File: src/rtl/rmt_pkg.sv
// rmt_pkg: shared types and constants for the running mode block
// no dependencies
package rmt_pkg;
  localparam int ENTRIES = 256;
  localparam int IDX_W = $clog2(ENTRIES);
  localparam int CNT_W = IDX_W + 1;

  typedef enum logic [1:0] {
    OP_ADD    = 2'd0,
    OP_REMOVE = 2'd1,
    OP_REPORT = 2'd2,
    OP_CLEAR  = 2'd3
  } op_t;

  typedef enum logic [1:0] {
    ST_OK     = 2'd0,
    ST_FULL   = 2'd1,
    ST_ABSENT = 2'd2,
    ST_OVF    = 2'd3
  } status_t;

  typedef enum logic [3:0] {
    S_IDLE, S_SCAN, S_SCAN_WAIT, S_UPDATE, S_DIV, S_RSCAN, S_RWAIT, S_DONE
  } state_t;

  typedef struct packed {
    logic        start;
    logic        neg;
    logic [95:0] mag;
    logic [31:0] divisor;
  } div_req_t;

  typedef struct packed {
    op_t         op;
    logic [63:0] value;
  } in_word_t;

  typedef struct packed {
    logic [63:0] mode_value;
    logic [31:0] mode_count;
    logic        is_empty;
    status_t     status;
  } out_word_t;
endpackage

File: src/rtl/rmt_div.sv
// rmt_div: restoring divider, one quotient bit per cycle, truncated signed average
// depends on rmt_pkg
module rmt_div import rmt_pkg::*; (
  input  logic        clk,
  input  logic        rst,
  input  div_req_t    req,
  output logic        done,
  output logic [63:0] avg_biased
);
  logic [95:0] quo;
  logic [32:0] rem;
  logic [31:0] dvs;
  logic        neg;
  logic [6:0]  cnt;
  logic        busy;
  logic [32:0] trial;
  logic [63:0] mag;

  always_comb begin
    trial = {rem[31:0], quo[95]} - {1'b0, dvs};
    mag = quo[63:0];
    avg_biased = (neg ? (64'd0 - mag) : mag) ^ 64'h8000_0000_0000_0000;
  end

  always_ff @(posedge clk) begin
    if (rst) begin
      busy <= 1'b0;
      done <= 1'b0;
    end else begin
      done <= 1'b0;
      if (req.start) begin
        busy <= 1'b1;
        quo  <= req.mag;
        rem  <= '0;
        dvs  <= req.divisor;
        neg  <= req.neg;
        cnt  <= 7'd0;
      end else if (busy) begin
        if (!trial[32]) begin
          rem <= trial;
          quo <= {quo[94:0], 1'b1};
        end else begin
          rem <= {rem[31:0], quo[95]};
          quo <= {quo[94:0], 1'b0};
        end
        cnt <= cnt + 7'd1;
        if (cnt == 7'd95) begin
          busy <= 1'b0;
          done <= 1'b1;
        end
      end
    end
  end
endmodule

File: config.mk
export PLATFORM = sky130hd
export DESIGN_NAME = rmt_div
export DESIGN_NICKNAME = d
export VERILOG_FILES = /design/src/rtl/rmt_pkg.sv /design/src/rtl/rmt_div.sv
export SDC_FILE = /design/constraint.sdc
export NUM_CORES = 1
export LEC_CHECK = 0
export ABC_AREA = 1
export BUFFER_PORTS_ARGS = -buffer_cell sky130_fd_sc_hd__buf_4
export CORE_MARGIN = 1
export CORE_UTILIZATION = 45
export CTS_BUF_LIST = sky130_fd_sc_hd__clkbuf_8
export CTS_CLUSTER_DIAMETER = 100
export DETAILED_ROUTE_END_ITERATION = 6
export HOLD_SLACK_MARGIN = 0.05
export PLACE_DENSITY = 0.76
export SLEW_MARGIN = 20
export SYNTH_ARGS = -nofsm -noshare
export SYNTH_HDL_FRONTEND = slang
export SYNTH_SLANG_ARGS = --single-unit
File: constraint.sdc
create_clock -name clk -period 25.1 [get_ports clk]
set_clock_uncertainty 0.2 [all_clocks]
set_input_delay 1.255 -clock clk [delete_from_list [all_inputs] [get_ports clk]]
set_output_delay 1.255 -clock clk [all_outputs]
set_load 0.005 [all_outputs]
-- Word level (Yosys, flattened, before mapping)
Cells that the tools add are included.
- input port bits: 132
- word-level logic and storage cells: 29
- output and inout bits: 65
- flip-flop bits (word level): 170
- multiplexer cells: 11
- reduce and logical (&&, ||, !) cells: 4
- eq/ne operators: 1
- add/sub/neg operators: 3
- bitwise logic cells: 3
- operators with widths (operator ; count):
    $mux 96 ; 2
    $mux 32 ; 2
    $mux 64 ; 1
    $sub 1x64->64 const A ; 1
    $sub 33x32->33 ; 1
    $add 7x1->7 const B ; 1
    $eq 7x7->1 const B ; 1
    $mux 7 ; 1
    $mux 1 ; 5
    $reduce_and 2->1 ; 2
    $not 1->1 ; 3
    $reduce_or 3->1 ; 1
    $reduce_bool 2->1 ; 1

-- Longest topological paths before layout
- word-level depth: 4
- depth in mapped cells: 18
- gate-level depth less buffers: 17

-- Worst setup path after synthesis
No wires, ideal clock.
- kind: in2reg
- start point: input req[129] in the netlist's numbering
- end point: register cnt[0], enable pin
- stages: 5
- setup time: 0.675 ns
- path buffers: 3
- required time: 24.225 ns
- arrival: 8.411 ns
- setup slack: 15.813 ns
- cells stage by stage: clkbuf_1 inv_2 clkbuf_1 buf_1 a21oi_1
- cells in the longest elaborated chain, start to end: 2
- RTL lines (element ; line ; source):
    start, declared ; rmt_div.sv:6 ; input div_req_t req,
    $reduce_bool 2->1 (no source line) ; n/a ;
    $reduce_and 2->1 (no source line) ; n/a ;
    end signal, assigned ; rmt_div.sv:46 ; cnt <= cnt + 7'd1;
    end, declared ; rmt_div.sv:14 ; logic [6:0] cnt;
No other way between the ends.
A chain may end at the register's enable or synchronous reset.

-- Final worst setup path
- start point: register quo[16]
- end point: output avg_biased[63]
- cells in the longest elaborated chain, start to end: 3
- RTL lines (element ; line ; source):
    start, declared ; rmt_div.sv:10 ; logic [95:0] quo;
    start signal, assigned ; rmt_div.sv:33 ; quo <= req.mag;
    start signal, assigned ; rmt_div.sv:41 ; quo <= {quo[94:0], 1'b1};
    start signal, assigned ; rmt_div.sv:44 ; quo <= {quo[94:0], 1'b0};
    $sub 1x64->64 ; rmt_div.sv:22 ; avg_biased = (neg ? (64'd0 - mag) : mag) ^ 64'h8000_0000_0000_0000;
    $mux 64 ; rmt_div.sv:22 ;
    $not 1->1 (no source line) ; n/a ;
    end, declared ; rmt_div.sv:8 ; output logic [63:0] avg_biased
No other way between the ends.

==> run summary <==
==========================================================================================
# hold bufs at CTS                                                                       0
Top cells by instance count after synthesis                                   sky130_fd_sc_hd__nand2_1 (588), sky130_fd_sc_hd__inv_1 (236), sky130_fd_sc_hd__nor2_1 (205)
Yosys synthesis warning count                                                            0
Clock share of power                                                                 0.262
Final weighted congestion in routability-driven placement                            0.981
Slew HR                                                                              0.347
Post-CTS Repair Setup Buffers                                                            0
Chip width                                                                          164 um
Path category of the worst min-delay check                                    flip-flop to flip-flop
VDD IR-drop max                                                                0.0000303 V
Combinational power share                                                            0.302
Setup TNS                                                                             0 ps
Number of max-slew violations in the final report                                        0
Synthesized flop and latch total                                                       170
Leading post-synthesis cells by cell area                                     sky130_fd_sc_hd__edfxtp_1 (43%), sky130_fd_sc_hd__nand2_1 (19%), sky130_fd_sc_hd__inv_1 (7.5%), sky130_fd_sc_hd__nor2_1 (6.5%), sky130_fd_sc_hd__xor2_1 (5.3%)
Highest attainable clock frequency                                                 239 MHz
Required time of the critical path                                               23,650 ps
Portion of the clock cycle consumed by the worst path in the final layout            0.166
Final setup violation count                                                              0
Core occupancy in the finished layout                                                0.542
Number of clock buffers inserted by TritonCTS                                           17
Starting density of the core                                                         0.457
Setup slack of the critical path after layout                                    20,920 ps
Compound-cell area share of the yosys netlist                                       0.0588
Synthesized netlist net count                                                        1,797
CTS tree                                                                             built
Multiplexer share of the synthesized area                                                0
Worst-path fanout max                                                                    4
Xor/xnor share of the synthesized area                                              0.0540
Net Switching                                                                       293 uW
Iteration count of the initial detailed-routing pass                                     6
Count of buffers from port buffering                                                   196
Unrepaired setup endpoints after global routing                                      false
Vias after detailed routing                                                         10,900
Yosys top cell area share                                                            0.426
Most common cell in the netlist                                               sky130_fd_sc_hd__nand2_1
Worst-skew pair later-pin latency                                                   490 ps
Proportion of layout cells with a drive suffix above 1                               0.153
Buffers from clock root to sink, at most                                                 2
Remaining Overflow, GRT                                                                  0
Post-DRT Antenna Nets                                                                    0
Via count of the first global-routing pass                                          10,300
Number of maximum-capacitance violations                                                 0
Critical Path Sink Type                                                         output pin
Fin nets                                                                             1,979
Synthesized cell area                                                           11,800 um2
Clock sink total                                                                       170
Clock edge transition at the registers on the reported setup and hold paths         120 ps
Setup crit start kind                                                            flip-flop
Core area                                                                       25,900 um2
Root Buffer Master                                                            sky130_fd_sc_hd__clkbuf_8
Combinational family with the most area after synthesis                       simple AND/OR/NAND/NOR gates
Via/cell ratio                                                                        5.04
HPWL after DPL                                                                   25,300 um
Post-Place Worst Slack                                                           21,290 ps
Overall power of the completed layout                                               816 uW
Post-Synth Adder-Cell Area                                                          0.0376
Wire length of the first global-routing pass                                     51,200 um
Minimum clock period after layout                                                  4180 ps
Power per cell area                                                            58.1 nW/um2
Maximum number of pins on one net before global-route repair                            94
Depth of the CTS H-tree                                                                  4
Sequential power share                                                               0.436
Number of distinct library cells after synthesis                                        42
Mean cell area of the mapped netlist                                              7.27 um2
Number of flops mapped to enable cells by yosys                                        168
I/O pin count                                                                          197
Die Outline Area                                                                27,000 um2
Hold Worst Slack                                                                    318 ps
Synthesized-area fraction occupied by and/or/nand/nor cells                          0.327
Switching share of power                                                             0.359
Part of the Yosys area used for sequential elements                                  0.429
Post-cts repair resize count                                                             0
Routed wire per std cell                                                           15.1 um
Total Wirelength                                                                 32,600 um
Y dimension of the die                                                              164 um
Number of placement rows                                                                59
Outcome                                                                          completed
Signed area change from the synthesized netlist to the final layout                  18.6%
Antenna violations before repair                                                         2
Fraction of registers with async set/reset                                               0
Transition time at the pin with the least slew margin                               977 ps
Remaining DRCs                                                                           0
Leakage                                                                            6.76 nW
Most used flip-flop cell after synthesis                                      sky130_fd_sc_hd__edfxtp_1
Most area-hungry cell type in the Yosys netlist                               sky130_fd_sc_hd__edfxtp_1
Overall routing resource usage                                                       0.247
Synthesized netlist cell count                                                       1,630
Drt initial violations                                                                 866
Critical Path AT                                                                   2720 ps
Internal power contribution                                                         523 uW
Setup Crit Path Kind                                                          flip-flop to output pin
Hold violation count in the final report                                                 0
==========================================================================================
## power by group through the flow
stage                     combinational, mW  clock [mW]  sequential [mW]
after floorplan                       0.166           0            0.362
after global placement                0.240           0            0.361
after detailed placement              0.244           0            0.362
after CTS                             0.245       0.217            0.356
after global routing                  0.277       0.228            0.359
final                                 0.246       0.214            0.356
## per-layer routing
metal  wire, um  global-route usage  share of wire
met4       1040              0.0955          0.032
met2      14700               0.390           0.45
met5          0                   0              0
met1      14300               0.330           0.44
met3       2520              0.0533          0.077
## area by class of cell
class,count,area (um2)
clock inverter,15,199
multi-input combinational,1179,5680
fill,2465,11900
antenna,2,5.00
tap,335,419
clock buffer,17,234
inverter,242,908
sequential,170,5080
timing repair buffer,202,1520
## cells by family after synthesis
family / Yosys count
DFF: 170
adders and majority gates: 35
AOI/OAI and AO/OA: 132
and+or+nand+nor: 939
buffers and inverters: 281
xor gates and xnor gates: 73
## cell usage in the layout, fill, tap and decap left out, types with 4 or more instances in the layout
cell type / count
sky130_fd_sc_hd__nand3_1: 53
sky130_fd_sc_hd__inv_1: 236
sky130_fd_sc_hd__xor2_1: 72
sky130_fd_sc_hd__nor3b_1: 4
sky130_fd_sc_hd__inv_2: 5
sky130_fd_sc_hd__o21ai_1: 4
sky130_fd_sc_hd__clkbuf_8: 17
sky130_fd_sc_hd__a21oi_1: 30
sky130_fd_sc_hd__nor2_1: 204
sky130_fd_sc_hd__nand2_1: 588
sky130_fd_sc_hd__inv_8: 6
sky130_fd_sc_hd__nand4_1: 21
sky130_fd_sc_hd__nor2_2: 10
sky130_fd_sc_hd__edfxtp_1: 168
sky130_fd_sc_hd__o21ai_0: 86
sky130_fd_sc_hd__clkinv_8: 4
sky130_fd_sc_hd__buf_4: 202
sky130_fd_sc_hd__nor3_1: 16
sky130_fd_sc_hd__nand2_2: 15
sky130_fd_sc_hd__nand3b_1: 10
sky130_fd_sc_hd__nand2_4: 4
sky130_fd_sc_hd__ha_1: 34
## worst max-delay path, cell delays in order, from the launching register on
cell and delay (ps):
sky130_fd_sc_hd__edfxtp_1 480, sky130_fd_sc_hd__nor2_1 240, sky130_fd_sc_hd__nand3_1 160, sky130_fd_sc_hd__nor2_1 140, sky130_fd_sc_hd__nand3_1 160, sky130_fd_sc_hd__nor2_1 290
sky130_fd_sc_hd__nand3_1 120, sky130_fd_sc_hd__nand2_1 160, sky130_fd_sc_hd__a21oi_1 90, sky130_fd_sc_hd__nor2_1 220, sky130_fd_sc_hd__buf_4 160
## worst paths after layout
path	startpoint	cells after the start	slack [ps]	end
max	quo[16]	10	20920	avg_biased[63]
min	quo[65]	2	320	quo[66]
min reg2reg	quo[65]	2	320	quo[66]
max reg2reg	dvs[0]	16	22220	rem[25]
## sequential cells by signal, indices dropped and copies added (netlist names)
signal	flops
quo	96
neg	1
done	1
busy	1
cnt	7
rem	32
dvs	32
## per-stage QoR
stage | cell area, um2 | instances
after floorplan | 11800 | 1630
after global placement | 13600 | 2128
after detailed placement | 13600 | 2128
final | 14000 | 2162
after global routing | 14000 | 2161
after CTS | 14000 | 2160
Power figures use the tool's default switching activity.
