$ cat config.mk
export PLATFORM = sky130hd
export DESIGN_NAME = rmt_ram
export DESIGN_NICKNAME = d
export VERILOG_FILES = /design/src/rtl/rmt_ram.sv
export SDC_FILE = /design/constraint.sdc
export NUM_CORES = 1
export LEC_CHECK = 0
export BUFFER_PORTS_ARGS = -buffer_cell sky130_fd_sc_hd__buf_2
export CAP_MARGIN = 5
export CORE_MARGIN = 4
export CORE_UTILIZATION = 55
export DETAILED_ROUTE_END_ITERATION = 8
export PLACE_DENSITY = 0.72
export SYNTH_ARGS = -nofsm -noshare
export SYNTH_HDL_FRONTEND = slang
export SYNTH_SLANG_ARGS = --single-unit
export TNS_END_PERCENT = 50
$ cat constraint.sdc
create_clock -name clk -period 4.3 [get_ports clk]
set_input_delay 0.215 -clock clk [delete_from_list [all_inputs] [get_ports clk]]
set_output_delay 0.215 -clock clk [all_outputs]
set_load 0.05 [all_outputs]
$ cat src/rtl/rmt_ram.sv
// rmt_ram: generic single-port ram with registered read
// no dependencies
module rmt_ram #(
  parameter int WIDTH = 8,
  parameter int DEPTH = 16
) (
  input  logic                     clk,
  input  logic                     we,
  input  logic [$clog2(DEPTH)-1:0] addr,
  input  logic [WIDTH-1:0]         wdata,
  output logic [WIDTH-1:0]         rdata
);
  logic [WIDTH-1:0] mem [DEPTH];
  always_ff @(posedge clk) begin
    if (we) mem[addr] <= wdata;
    rdata <= mem[addr];
  end
endmodule

Word-level counts from Yosys, hierarchy flattened
Memories as Yosys holds them, arrays and structs flattened. A register that Yosys moved wholly into a read port is not among the register bits.
Index checks and enable logic that the tools add are counted.
{"block": "totals", "ff_bits": 0, "latchBits": 0, "ramBits": 128, "mem_bits_ro": 0, "in_bits": 14, "output_inout_bits": 8, "wordCells": 3, "n_memories": 1}
{"memory": "mem", "words": 16, "word_bits": 8, "rd": 1, "rd_clocked_by_memory_dff": 1, "write_ports": 1, "line_no": "13", "source": "logic [WIDTH-1:0] mem [DEPTH];"}
{"block": "op_classes", "addsub": 0, "n_mul": 0, "div_mod_pow": 0, "order_cmp": 0, "eq_ne": 0, "shift": 0, "muxes": 2, "bitwise_logic": 0, "reduce_logical": 0}
{"cell": "2-to-1 mux 1 bit", "n": 2}

Depth between registers and ports, before layout
Gate-level depths: netlist of the first run.
{"block": "logic_depth", "ltp_word": 2, "mapped_depth": 5, "depth_no_buf": 3}

Worst setup path after synthesis of the first run
Ideal clock, no wire load.
{"block": "synth_path", "kind": "in2reg", "startpoint": "input addr[2]", "endpoint": "memory mem[0][0], enable pin", "setup_ns": 0.383, "arrival_ns": 1.325, "required_time_ns": 3.917, "path_slack_ns": 2.592, "path_stages": 2, "path_buffers": 0, "path_cell_list": "or3b_2 > nor3_1"}
{"item": "from (decl)", "line_no": "9", "source": "input logic [$clog2(DEPTH)-1:0] addr,"}
{"item": "to (decl)", "line_no": "13"}
Straight into the memory's write port.

Worst setup path after layout of the first run
{"block": "layout_path", "startpoint": "input addr[1]", "endpoint": "memory mem[11][2], enable pin"}
Straight into the memory's write port.

==> run_results.csv, run 1 <==
group,metric,value,unit
outcome,status,"complete, no violations",
critical_path,criticalPathCategory,"input port to register",
critical_path,crit_end,"mem[11][2]",
sta,worst_slew_pin_slew,917.3,ps
power_and_ir_drop,power_density,532.6,mW/mm^2
detailed_routing,wirelength,9688,um
place,portBuffers,21,
die,core_area,0.008848,mm^2
sta,final.setup_skew,9.782,ps
clock_network,clk_latency,510,ps
die,fp.dieH,104.0,um
critical_path,r2r-end,"rdata[3]",
detailed_routing,drt_iter0_drc,186,
synth,synth_area_leader_cell,"edfxtp_1",
synth,synth_nets,244,
synth,syn_avg_cell_area,22.03,um^2
critical_path,r2r_cells,3,
layout,final_nets,278,
detailed_routing,viasPerCell,6.057,
sta,setup_tns,0,ps
layout,nFillCells,554,
die,io_pins,22,
critical_path,worstSetupEndpointType,"register",
critical_path,slowest_delay,700,ps
place,pre_cts_ws,1976,ps
synth,ys.flop_type,"edfxtp_1",
detailed_routing,vias,2332,
layout,diodes,0,
power_and_ir_drop,p_sw,646.4,uW
clock_network,post_cts_buffers,0,
place,hpwl,5772,um
grt,gr-total-overflow,0,
critical_path,r2r-start,"mem[7][3]",
clock_network,cts_buffer_depth,2,
run,cap_viol_max_count,0,
grt,grt_start_max_net_pins,40,
die,initial_core_util,0.5727,
power_and_ir_drop,p_seq_frac,0.475,
power_and_ir_drop,leakage,1.937,nW
sta,layout_min_cycle_time,1771,ps
layout,syn_to_final_growth,16.32,%
critical_path,cp_data_arrival_time,1900,ps
sta,hold_viol,0,
power_and_ir_drop,pwr-share-clk,0.473,
power_and_ir_drop,p_int,2.493,mW
detailed_routing,drc_errors,0,
synth,synth.area.top_cells,"edfxtp_1 76%, mux4_2 14%, dfxtp_1 3.2%",
sta,rsz0062_at_grt,"false",
power_and_ir_drop,swShare,0.2059,
sta,fin_ws,2529,ps
die,rows,34,
clock_network,cts_resized,0,
detailed_routing,drt-pass1-iter-count,4,
clock_network,h-tree-depth,4,
layout,drive_gt1_frac,0.3213,
critical_path,setup.worst_path.start,"addr[1]",
synth,synth_cells,230,
synth,synthDistinctLibCells,18,
die,die_w,104.0,um
clock_network,tritoncts.num_buffers,17,
critical_path,r2r_slack,2980,ps
clock_network,cts_root_buf,"clkbuf_8",
synth,synth_warnings,0,
sta,maxSlewHeadroom,0.3885,
sta,finalSetupViolCount,0,
synth,ys_ff_latch,136,
clock_network,clock-sinks,136,
power_and_ir_drop,peakVddDrop,0.2463,mV
power_and_ir_drop,combPwrFrac,0.052,
critical_path,crit_required,4430,ps
synth,async_flop_share,0,
min_path,worstHoldPathType,"input port to register",
grt,grt_antenna_before_repair,0,
sta,fmax,0.5648,GHz
clock_network,clk_pin_slew_worst_paths,60,ps
critical_path,cp_slowest_cell,"nor2_1",
sta,slew_viol_final,0,
critical_path,cp_max_fo,39,
grt,track_usage,0.1976,
grt,grt_pass1_vias,2428,
clock_network,hold_buffers,0,
synth,yosysSeqAreaShare,0.7901,
critical_path,cp_cell_sequence,"buf_2 > nand2_1 > nor2_1",
grt,grt_pass1_wl,15170,um
clock_network,cts_tree,"built",
die,die_area,0.01081,mm^2
synth,syn-cell-area,0.005067,mm^2
detailed_routing,postRouteAntennaNets,0,
min_path,hold_start,"wdata[0]",
synth,synth_edf_count,128,
place,place_congestion,0.7572,
sta,timing.final.crit_share,0.4118,
synth,synth_top_area_frac,0.7585,
detailed_routing,detail_route.wl_per_cell,25.16,um
critical_path,start_kind,"input port",
-- critical path: cells and delay by family --
kind | cells | cell delay, ps
buffers and inverters | 1 | 680
AND/OR/NAND/NOR | 2 | 980
-- kinds of logic (layout without fill, tap and decap cells) --
group | Yosys count | in the layout | synth area share
AND/OR/NAND/NOR | 35 | 35 | 0.03210
multiplexers | 32 | 32 | 0.1422
buffers and inverters | 11 | 58 | 0.01185
flip-flops | 136 | 136 | 0.7901
AO/OA/AOI/OAI | 16 | 16 | 0.02370
-- power groups by stage --
stage / combinational, mW / clock [mW] / sequential, mW
after detailed placement: 0.165 / 0 / 1.52
after floorplan: 0.0764 / 0 / 1.55
after global placement: 0.162 / 0 / 1.52
after CTS: 0.166 / 1.50 / 1.49
final: 0.163 / 1.48 / 1.49
after global routing: 0.176 / 1.57 / 1.49
-- metal layers --
metal	vias up	wire length, um	global-route usage
met3	4	615	0.04966
met5	-	0	0
met1	1223	4103	0.2775
li1	1028	-	-
met2	77	4887	0.2957
met4	0	82	0.08927
-- stage by stage --
step / instances / cell area [um^2] / hold slack (ps) / power (mW) / util
after global routing: 385 / 5894 / 98.08 / 3.236 / 0.6661
after detailed placement: 352 / 5278 / 639.0 / 1.684 / 0.5964
after CTS: 384 / 5889 / 94.97 / 3.159 / 0.6656
final: 385 / 5894 / 107.6 / 3.139 / 0.6661
after global placement: 352 / 5278 / 630.3 / 1.681 / 0.5964
after floorplan: 230 / 5067 / 313.9 / 1.624 / -
-- layout make-up --
cell class              count  area, um^2  area share
flip-flops and latches    136        4004      0.6793
multi-input cells          83        1003      0.1702
clock buffers              20       435.4     0.07387
clock inverters            12       176.4     0.02993
repair buffers             26       140.1     0.02377
well taps                 108       135.1     0.02293
-- state kept, by name (all words and copies together), names as in the netlist --
register,flops
rdata,8
mem,128
-- cells in the mapped netlist, types with 4 or more instances --
cell type	number
mux4_2	32
a22oi_1	16
nor2_1	13
dfxtp_1	8
buf_1	4
nor3_1	4
nand2_1	9
edfxtp_1	128
-- cells in the final DEF (no fill, tap or decap), types with 3 or more instances in the layout --
cell type and count:
nor3_1 4, clkinv_2 3, dfxtp_1 8, nand2_1 9, nor2_1 13, mux4_2 32
a22oi_1 16, bufinv_16 4, clkinv_4 3, buf_2 21, edfxtp_1 128, clkbuf_16 16
buf_4 4
-- worst min-delay path by stage --
stage           endpoint  slack, ps  cells past startpoint
3_3_place_gp   mem[0][2]        630                      1
2_1_floorplan  mem[0][0]        310                      0
6_report       mem[4][0]        110                      1
4_1_cts        mem[0][0]         90                      1
3_5_place_dp   mem[0][2]        640                      1
5_1_grt        mem[8][4]        100                      1
Power figures use the tool's default switching activity.
==> run 2, diff against run 1 <==
- CORE_UTILIZATION: 55 -> 54
- PLACE_DENSITY: 0.72 -> 0.74
- clock period: 4.3 -> 1.6 ns (I/O delays scaled with it)
==> run 2 against run 1 <==
  * Final area is 5.9% higher
  * Clock power grew to 2.9 times the previous value
  * Critical path depth stayed put
  * Worst hold slack worse by 1.9 ps
  * Cell count is 9.1% higher
  * Wire length is 2.2% higher
  * Die area is 1.7% higher
  * Sequential power grew to 2.7 times the previous value
  * Setup slack worse by 2300 ps
  * Count of clock-buffer cells in the layout is 1 higher
  * Sequential cell count stayed put
  * Non-clock buffer count is 32 higher
  * Largest cell class unchanged
==> run_results.csv, run 2 (same netlist as run 1, synthesis figures left out) <==
group,metric,value,unit
outcome,status,"complete, no violations",
die,rows,35,
sta,fmax,0.7293,GHz
layout,final_nets,310,
layout,largest_reg_flops,128,
layout,final_common_cell,"edfxtp_1",
die,io_pins,22,
power_and_ir_drop,combPwrFrac,0.055,
sta,fin_ws,228.9,ps
sta,setup_tns,0,ps
critical_path,criticalPathCategory,"register to register",
grt,track_usage,0.1997,
die,core_area,0.009196,mm^2
layout,diodes,0,
sta,hold_viol,0,
grt,gr-total-overflow,0,
place,place_congestion,0.7596,
detailed_routing,drc_errors,0,
min_path,worstHoldPathType,"input port to register",
critical_path,worstSetupEndpointType,"register",
sta,layout_min_cycle_time,1371,ps
layout,mostFrequentLayoutCells,"128 x edfxtp_1, 32 x mux4_2, 26 x buf_4, 21 x buf_2",
power_and_ir_drop,swShare,0.1956,
sta,final.setup_skew,7.153,ps
power_and_ir_drop,leakage,2.132,nW
layout,nFillCells,560,
grt,grt_pass1_wl,16010,um
place,hpwl,6145,um
clock_network,clock-sinks,136,
grt,grt_antenna_before_repair,0,
detailed_routing,postRouteAntennaNets,0,
power_and_ir_drop,peakVddDrop,0.7220,mV
layout,syn_to_final_growth,23.23,%
layout,multiInputGateArea,0.001003,mm^2
power_and_ir_drop,p_total,8.789,mW
clock_network,clk_pin_slew_worst_paths,60,ps
sta,timing.final.crit_share,0.8569,
layout,finish.instance_area,0.006245,mm^2
place,dpl_cell_area,0.005507,mm^2
clock_network,tritoncts.num_buffers,17,
power_and_ir_drop,p_int,7.070,mW
critical_path,crit_required,2000,ps
clock_network,cts_buffer_depth,2,
die,fp.dieH,104.9,um
layout,top_regs,"mem (128), rdata (8)",
sta,slew_viol_final,0,
die,die_area,0.01100,mm^2
grt,grt_pass1_vias,2672,
critical_path,start_kind,"register",
run,cap_viol_max_count,0,
clock_network,cts_root_buf,"clkbuf_8",
detailed_routing,drt_iter0_drc,162,
die,die_w,104.9,um
power_and_ir_drop,pwr-share-clk,0.488,
layout,ff_latch_area,0.004004,mm^2
clock_network,cts_resized,0,
place,pre_cts_ws,132.7,ps
sta,rsz0062_at_grt,"false",
place,portBuffers,21,
critical_path,cp_data_arrival_time,1770,ps
detailed_routing,drt-pass1-iter-count,4,
layout,drive_gt1_frac,0.3625,
detailed_routing,viasPerCell,5.952,
clock_network,h-tree-depth,4,
clock_network,cts_tree,"built",
power_and_ir_drop,power_density,1407,mW/mm^2
detailed_routing,wirelength,9901,um
die,initial_core_util,0.5510,
detailed_routing,detail_route.wl_per_cell,23.57,um
power_and_ir_drop,p_seq_frac,0.456,
sta,finalSetupViolCount,0,
detailed_routing,vias,2500,
clock_network,clk_latency,510,ps
critical_path,r2r_slack,230,ps
sta,worst_slew_pin_slew,434.1,ps
sta,maxSlewHeadroom,0.7106,
grt,grt_start_max_net_pins,18,
power_and_ir_drop,p_sw,1.719,mW
layout,top_register,"mem",
critical_path,cp_max_fo,1,
[run 2: cell types whose count changed in the layout (fill, tap and decap cells not counted), moves of 2 or more]
cell and delta:
bufinv_16 +2, dlygate4sd3_1 +8, buf_4 +22, buf_12 +3, clkinv_2 -2
[run 2: layout make-up]
cell class | instances | share of cell area
Clock buffer | 21 | 0.07033
Clock inverter | 11 | 0.03506
Multi-Input combinational cell | 83 | 0.1607
Sequential cell | 136 | 0.6412
Tap cell | 111 | 0.02224
Timing Repair Buffer | 58 | 0.07053
[run 2: worst max-delay path, cell delays in order, from the launching register on]
cell and delay [ps]:
edfxtp_1 400, mux4_2 500, a22oi_1 280, nand2_1 80
[run 2: path summary, 6_finish.rpt]
| check | start | endpoint | cells after the start |
|---|---|---|---|
| setup / recovery | mem[0][5] | rdata[5] | 3 |
| hold / removal | addr[3] | rdata[6] | 4 |
| setup reg to reg | mem[0][5] | rdata[5] | 3 |
| hold reg to reg | mem[13][5] | rdata[5] | 3 |
[run 2: per-stage QoR]
| step | hold WS [ps] | util | cells |
|---|---|---|---|
| floorplan | 178.9 | - | 230 |
| global placement | 466.2 | 0.5988 | 380 |
| detailed placement | 473.8 | 0.5988 | 380 |
| CTS | 74.09 | 0.6790 | 420 |
| global route | 137.6 | 0.6790 | 420 |
| finish | 105.7 | 0.6790 | 420 |
[run 2: power by group through the flow]
stage	Combinational (mW)	Sequential (mW)	Clock (mW)
finish	0.486	4.01	4.29
global route	0.522	4.02	4.52
CTS	0.491	4.01	4.34
detailed placement	0.471	4.09	0
global placement	0.461	4.08	0
floorplan	0.205	4.16	0
[run 2: what timing repair did]
action	in CTS	in global routing
hold buffers	8	0
hold endpoints to repair	128	0
setup buffers	0	0
[run 2: per-layer routing]
| metal | routed length [um] | vias up | track usage |
|---|---|---|---|
| li1 | - | 1096 | - |
| met4 | 137 | 0 | 0.08435 |
| met2 | 5059 | 63 | 0.3213 |
| met1 | 4396 | 1330 | 0.2653 |
| met3 | 306 | 11 | 0.04509 |
| met5 | 0 | - | 0 |
